`config.mk`:
```
export PLATFORM = sky130hd
export DESIGN_NAME = mp2d_hmax
export DESIGN_NICKNAME = d
export VERILOG_FILES = /design/src/rtl/max_pool_2d_stream_assert.svh /design/src/rtl/mp2d_pkg.sv /design/src/rtl/mp2d_hmax.sv
export SDC_FILE = /design/constraint.sdc
export NUM_CORES = 1
export LEC_CHECK = 0
export BUFFER_PORTS_ARGS = -buffer_cell sky130_fd_sc_hd__buf_2
export CAP_MARGIN = 15
export CORE_ASPECT_RATIO = 1.1
export CORE_MARGIN = 2
export CORE_UTILIZATION = 50
export CTS_BUF_LIST = sky130_fd_sc_hd__clkbuf_4 sky130_fd_sc_hd__clkbuf_8 sky130_fd_sc_hd__clkbuf_16
export DETAILED_ROUTE_END_ITERATION = 12
export MAX_ROUTING_LAYER = met4
export PLACE_DENSITY = 0.76
export REMOVE_ABC_BUFFERS = 1
export SYNTH_ARGS = -nofsm -noshare
export SYNTH_HDL_FRONTEND = slang
export SYNTH_SLANG_ARGS = --single-unit
export TNS_END_PERCENT = 30
```
`constraint.sdc`:
```
create_clock -name clk_i -period 6.3 [get_ports clk_i]
set_clock_uncertainty 0.1 [all_clocks]
set_input_delay 0.315 -clock clk_i [delete_from_list [all_inputs] [get_ports clk_i]]
set_output_delay 0.315 -clock clk_i [all_outputs]
set_load 0.05 [all_outputs]
```
`src/rtl/max_pool_2d_stream_assert.svh`:
```
// Assertion macros for the pooling block; clk_i and rst_ni must be in scope.
`ifndef MAX_POOL_2D_STREAM_ASSERT_SVH
`define MAX_POOL_2D_STREAM_ASSERT_SVH

`define MP2D_ASSERT(name, expr) \
  name: assert property (@(posedge clk_i) disable iff (!rst_ni) (expr)) \
    else $error("pooling invariant violated");

`define MP2D_ASSERT_NEXT(name, ante, cons) \
  name: assert property (@(posedge clk_i) disable iff (!rst_ni) (ante) |=> (cons)) \
    else $error("pooling sequence violated");

`endif

```
`src/rtl/mp2d_pkg.sv`:
```
package mp2d_pkg;

  localparam int MAX_COLS    = 1024;
  localparam int MAX_KERNEL  = 8;
  localparam int SAMPLE_BITS = 16;

  localparam int LINE_SLOTS = MAX_KERNEL - 1;
  localparam int COL_W      = $clog2(MAX_COLS);
  localparam int NC_W       = COL_W + 1;
  localparam int KN_W       = $clog2(MAX_KERNEL + 1);
  localparam int ROW_W      = 16;
  localparam int KER_W      = 4;
  localparam int NCFG_W     = 11;
  localparam int OUT_COL_W  = 10;
  localparam int CFG_DATA_W = 16;
  localparam int CFG_IDX_W  = 3;

  localparam logic [CFG_IDX_W-1:0] CFG_KERNEL_ROWS = 3'd0;
  localparam logic [CFG_IDX_W-1:0] CFG_KERNEL_COLS = 3'd1;
  localparam logic [CFG_IDX_W-1:0] CFG_STEP_ROWS   = 3'd2;
  localparam logic [CFG_IDX_W-1:0] CFG_STEP_COLS   = 3'd3;
  localparam logic [CFG_IDX_W-1:0] CFG_PLANE_ROWS  = 3'd4;
  localparam logic [CFG_IDX_W-1:0] CFG_PLANE_COLS  = 3'd5;

  typedef logic signed [SAMPLE_BITS-1:0] sample_t;

  localparam sample_t MOST_NEG = {1'b1, {(SAMPLE_BITS - 1){1'b0}}};

  typedef struct packed {
    logic             emit;
    logic             last;
    logic [ROW_W-1:0] orow;
    logic [COL_W-1:0] ocol;
  } tag_t;

  typedef struct packed {
    logic             vld;
    logic [COL_W-1:0] addr;
    sample_t          data;
    sample_t          mx;
    tag_t             tag;
  } beat_t;

  typedef struct packed {
    sample_t          pooled;
    logic             last;
    logic [ROW_W-1:0] orow;
    logic [COL_W-1:0] ocol;
  } res_t;

endpackage

```
`src/rtl/mp2d_hmax.sv`:
```
module mp2d_hmax
  import mp2d_pkg::*;
(
  input  logic                  clk_i,
  input  logic                  rst_ni,
  input  logic                  en_i,
  input  logic [LINE_SLOTS-1:0] col_use_i,
  input  beat_t                 link_i,
  output logic                  res_vld_o,
  output res_t                  res_o
);

  localparam int NPAIR = (MAX_KERNEL + 1) / 2;

  sample_t hist_q [LINE_SLOTS];
  sample_t cand   [2 * NPAIR];
  sample_t pair_d [NPAIR];
  sample_t pair_q [NPAIR];
  logic    vld_q;
  tag_t    tag_q;
  sample_t best;

  always_comb begin
    for (int i = 0; i < 2 * NPAIR; i++) begin
      cand[i] = MOST_NEG;
    end
    cand[0] = link_i.mx;
    for (int i = 0; i < LINE_SLOTS; i++) begin
      if (col_use_i[i]) begin
        cand[i + 1] = hist_q[i];
      end
    end
    for (int p = 0; p < NPAIR; p++) begin
      pair_d[p] = (cand[2 * p] > cand[2 * p + 1]) ? cand[2 * p] : cand[2 * p + 1];
    end
  end

  always_ff @(posedge clk_i or negedge rst_ni) begin
    if (!rst_ni) begin
      vld_q <= 1'b0;
    end else if (en_i) begin
      vld_q <= link_i.vld;
    end
  end

  always_ff @(posedge clk_i) begin
    if (en_i && link_i.vld) begin
      hist_q[0] <= link_i.mx;
      for (int i = 1; i < LINE_SLOTS; i++) begin
        hist_q[i] <= hist_q[i - 1];
      end
    end
    if (en_i) begin
      pair_q <= pair_d;
      tag_q  <= link_i.tag;
    end
  end

  always_comb begin
    best = pair_q[0];
    for (int p = 1; p < NPAIR; p++) begin
      if (pair_q[p] > best) begin
        best = pair_q[p];
      end
    end
    res_vld_o    = vld_q && tag_q.emit;
    res_o.pooled = best;
    res_o.last   = tag_q.last;
    res_o.orow   = tag_q.orow;
    res_o.ocol   = tag_q.ocol;
  end

endmodule

```
==> flow_results.org <==
** Logic synthesis
- Yosys cell types :: 52
- The synthesized design contains 204 enable-type register cells.
- Synthesis handed over a netlist of ~900 instances.
- The top cell type by area accounts for 55.4% of the synthesized area.
- Share of synthesized registers carrying an async set or reset :: less than 1%
- Average cell area after synthesis :: roughly 12 um2
- Sequential share of the synthesized area :: a little under three fifths
- Number of synthesized register bits :: approximately 200
- Of all cell types, the one taking the most synthesized area is edfxtp_1.
- The most used flip-flop cell after synthesis is edfxtp_1.
- Yosys printed 0 warnings.
- Synth top area cells :: edfxtp_1 55%, ha_1 12%, mux2i_1 9.7%, nand2_1 4.3%, inv_1 3.9%
- Netlist area before placement :: ~0.011 mm2

** Cells and area
- The area growth from synthesis to layout is 30.9%.
- Ratio of cells with drive above 1 in the final layout :: between 20% and 30%
- Post-route standard cell area excluding fillers :: 0.0145 mm2
- Number of antenna repair diodes :: 0
- The top cell types in the final layout, fill and taps aside, are 204 x edfxtp_1, 125 x nand2_1, 112 x inv_1.
- Most common library cell in the layout ignoring fill and taps :: edfxtp_1
- Nets@finish :: roughly 1300
- For this run, the share of the core covered by cells in the final layout is 66.2%.
- The layout has 1536 filler cells.

** Clocking
- The cell sitting at the root of the clock tree is a clkbuf_16.
- Clock tree from TritonCTS :: yes
- The clock passes through at most 3 buffers.
- Counting the buffers created by CTS gives 22.
- In this run the number of H-tree levels came out at 1.
- Clock latency on the worst-skew pair :: 0.51 ns
- CTS clock-pin slew for the worst setup and hold paths :: 0.06 ns
- Number of clock sinks :: slightly above 200

** Worst setup path
- Combined buffer and inverter count along the critical path :: 8
- CP top delay family :: simple AND/OR/NAND/NOR gates
- Slowest stage cell on the critical path :: edfxtp_1
- Critical Path Start Type :: flop
- CP arrival :: ~6.8 ns
- Slowest stage delay, CP :: 0.42 ns
- In this design, the critical path's most frequently occurring cell is ha_4.
- Req. time, crit path :: 5.88 ns
- Biggest fanout along the worst timing path :: 8
- The worst setup path is of the reg2out kind.
- STA classifies the critical path endpoint as an output pin.

** Job
- Number of max-cap violations :: 0

** Status
- Failing checks :: negative setup slack
- Outcome :: finished, violations left

** Placement
- In this run the cell area measured after placement is 0.0121 mm2.
- Summed over all nets, the half-perimeter wirelength after detailed placement is 15.8 mm.
- Routability cong. :: 0.865
- In this run the tool buffered the top-level ports with 98 buffer cells.
- OpenSTA, run right after detailed placement, puts the worst setup slack at -0.401 ns.

** Power
- Cell leakage power :: 6.45 nW
- Overall power :: approximately 4.3 mW
- The worst-case IR drop observed on VDD is 0.000190 V.
- In this run the power density over the cells is approximately 300 mW/mm2.

** Timing
- Period utilization :: 114%
- The number of slew-limit violations in the final report was 0.
- Headroom to the max-slew limit came out at 32.6%.
- Hold violation count in the final report :: 0
- Number of setup violations in the final report :: 16
- Setup slack on the critical path of the routed design comes to -0.894 ns.
- For the pin with the worst max-slew slack, the measured transition is 1.01 ns.
- Based on the critical path, the design can be clocked at up to 0.139 GHz.
- Fin crit period :: 7.19 ns
- Hold WS :: 0.0291 ns
- Setup repair after global routing could not meet its margin everywhere.

** Drt
- For this run, design rule violations remaining after detail routing come to 0.
- Post-detailed-route via-to-cell ratio :: 5.30
- Initial DRC count :: 487
- Number of optimization iterations in the first detailed-route pass :: 5
- Antenna Violating Nets Remaining :: 0
- Routed via count :: 7648
- In the final routed layout, each cell accounts on average for about 17 um.
- Summed over all layers, the routed wires come to 25.0 mm.

** Die
- For this configuration, the core starts out at a cell density of around half.
- Die Ht :: roughly 160 um
- The die covers 0.0233 mm2.
- roughly 130 I/O pins were placed.
- The floorplan step set the die width to 146 um.
- The floorplan has 57 rows.
- Core Footprint :: 0.0219 mm2

** GRT
- Pin count of the biggest net entering global routing :: 73
- Wire length of the first global-routing pass :: 37.5 mm
- For this run, the total global-route usage over all layers was measured as approximately a fifth.
- Vias in the first global route :: roughly 7700
- Total overflow reported by the global router :: 0
- The initial antenna violation count is 0.

** Hold path
- The path class of the tightest hold or removal check is in2async.
-- cell usage after synthesis, types with 2 or more instances --
library cell    n
or2_2           3
nor2_1         17
a21oi_1        29
inv_1         116
o21a_1         14
o21ai_0        16
nand2b_1       11
nand3_1         8
nor2b_1        18
mux2i_1       107
buf_4          27
o221ai_1        2
edfxtp_1      204
a21oi_2         2
buf_2           7
clkbuf_1        7
and2_1          5
nor3_1          4
o31ai_1         4
and4_1          2
a21o_1         14
mux2_2          5
ha_1          110
nand4_1        17
nand2_1       127
-- cells by family after synthesis --
| logic type | Yosys count | share of synthesized area, % |
|---|---|---|
| and+or+nand+nor | 219 | 9.29 |
| DFF | 205 | 55.6 |
| buffers and inverters | 158 | 6.42 |
| muxes | 113 | 10.3 |
| adders and majority gates | 110 | 12.4 |
| AOI/OAI and AO/OA | 98 | 5.95 |
-- report_power, final --
group	internal [mW]	switching (mW)	total, mW	leakage, nW
Combinational	0.594	0.693	1.29	4.08
Clock	0.876	0.531	1.41	0.390
Sequential	1.60	0.0517	1.65	1.98
-- stage by stage --
stage / setup TNS (ns) / cells
floorplan: -20.13 / 861
global placement: -2.40 / 1308
detailed placement: -5.55 / 1308
CTS: -9.31 / 1421
global route: -18.30 / 1444
finish: -13.09 / 1444
-- path summary, 6_finish.rpt --
check / start / to / slack [ns] / cells after the start
worst min-delay path: rst_ni / vld_q / 0.03 / 2
worst max-delay path: pair_q[57] / res_o[33] / -0.89 / 31
worst min register to register: hist_q[2][14] / hist_q[3][14] / 0.34 / 0
max in group asynchronous: rst_ni / vld_q / 5.99 / 2
min in group clk_i: en_i / pair_q[6] / 0.13 / 1
worst max register to register: hist_q[1][1] / pair_q[42] / 2.82 / 13
-- sequential cells by signal (all words and copies together) (netlist names) --
name	flops
vld_q	1
tag_q	1
hist_q	112
res_o	27
pair_q	64
-- layout make-up --
| type | count | area (um2) | area share, % |
|---|---|---|---|
| Timing Repair Buffer | 247 | 1890 | 13.0 |
| Sequential cell | 205 | 6150 | 42.5 |
| Clock inverter | 16 | 210 | 1.45 |
| Clock buffer | 24 | 583 | 4.03 |
| Multi-Input combinational cell | 541 | 4850 | 33.5 |
| Inverter | 116 | 438 | 3.02 |
| Tap cell | 295 | 369 | 2.55 |
-- layer usage --
layer  vias to the layer above  global-route usage (%)  part of all wire, %
li1                       3671                       -                    -
met1                      3679                    23.6                   38
met2                       230                    36.4                   54
met3                        68                    2.69                  4.4
met4                         0                    6.82                  3.3
met5                         -                       -                    0
-- what timing repair did --
item / 4_1_cts / 5_1_grt
hold endpoints to repair: 46 / 0
setup endpoints to repair: 16 / 16
gates resized for setup: 70 / 51
pin swaps: 20 / 25
hold buffers: 46 / 0
setup buffers: 26 / 23
cloned: 1 / 1
Note: power is estimated with default switching activity, not from simulation.
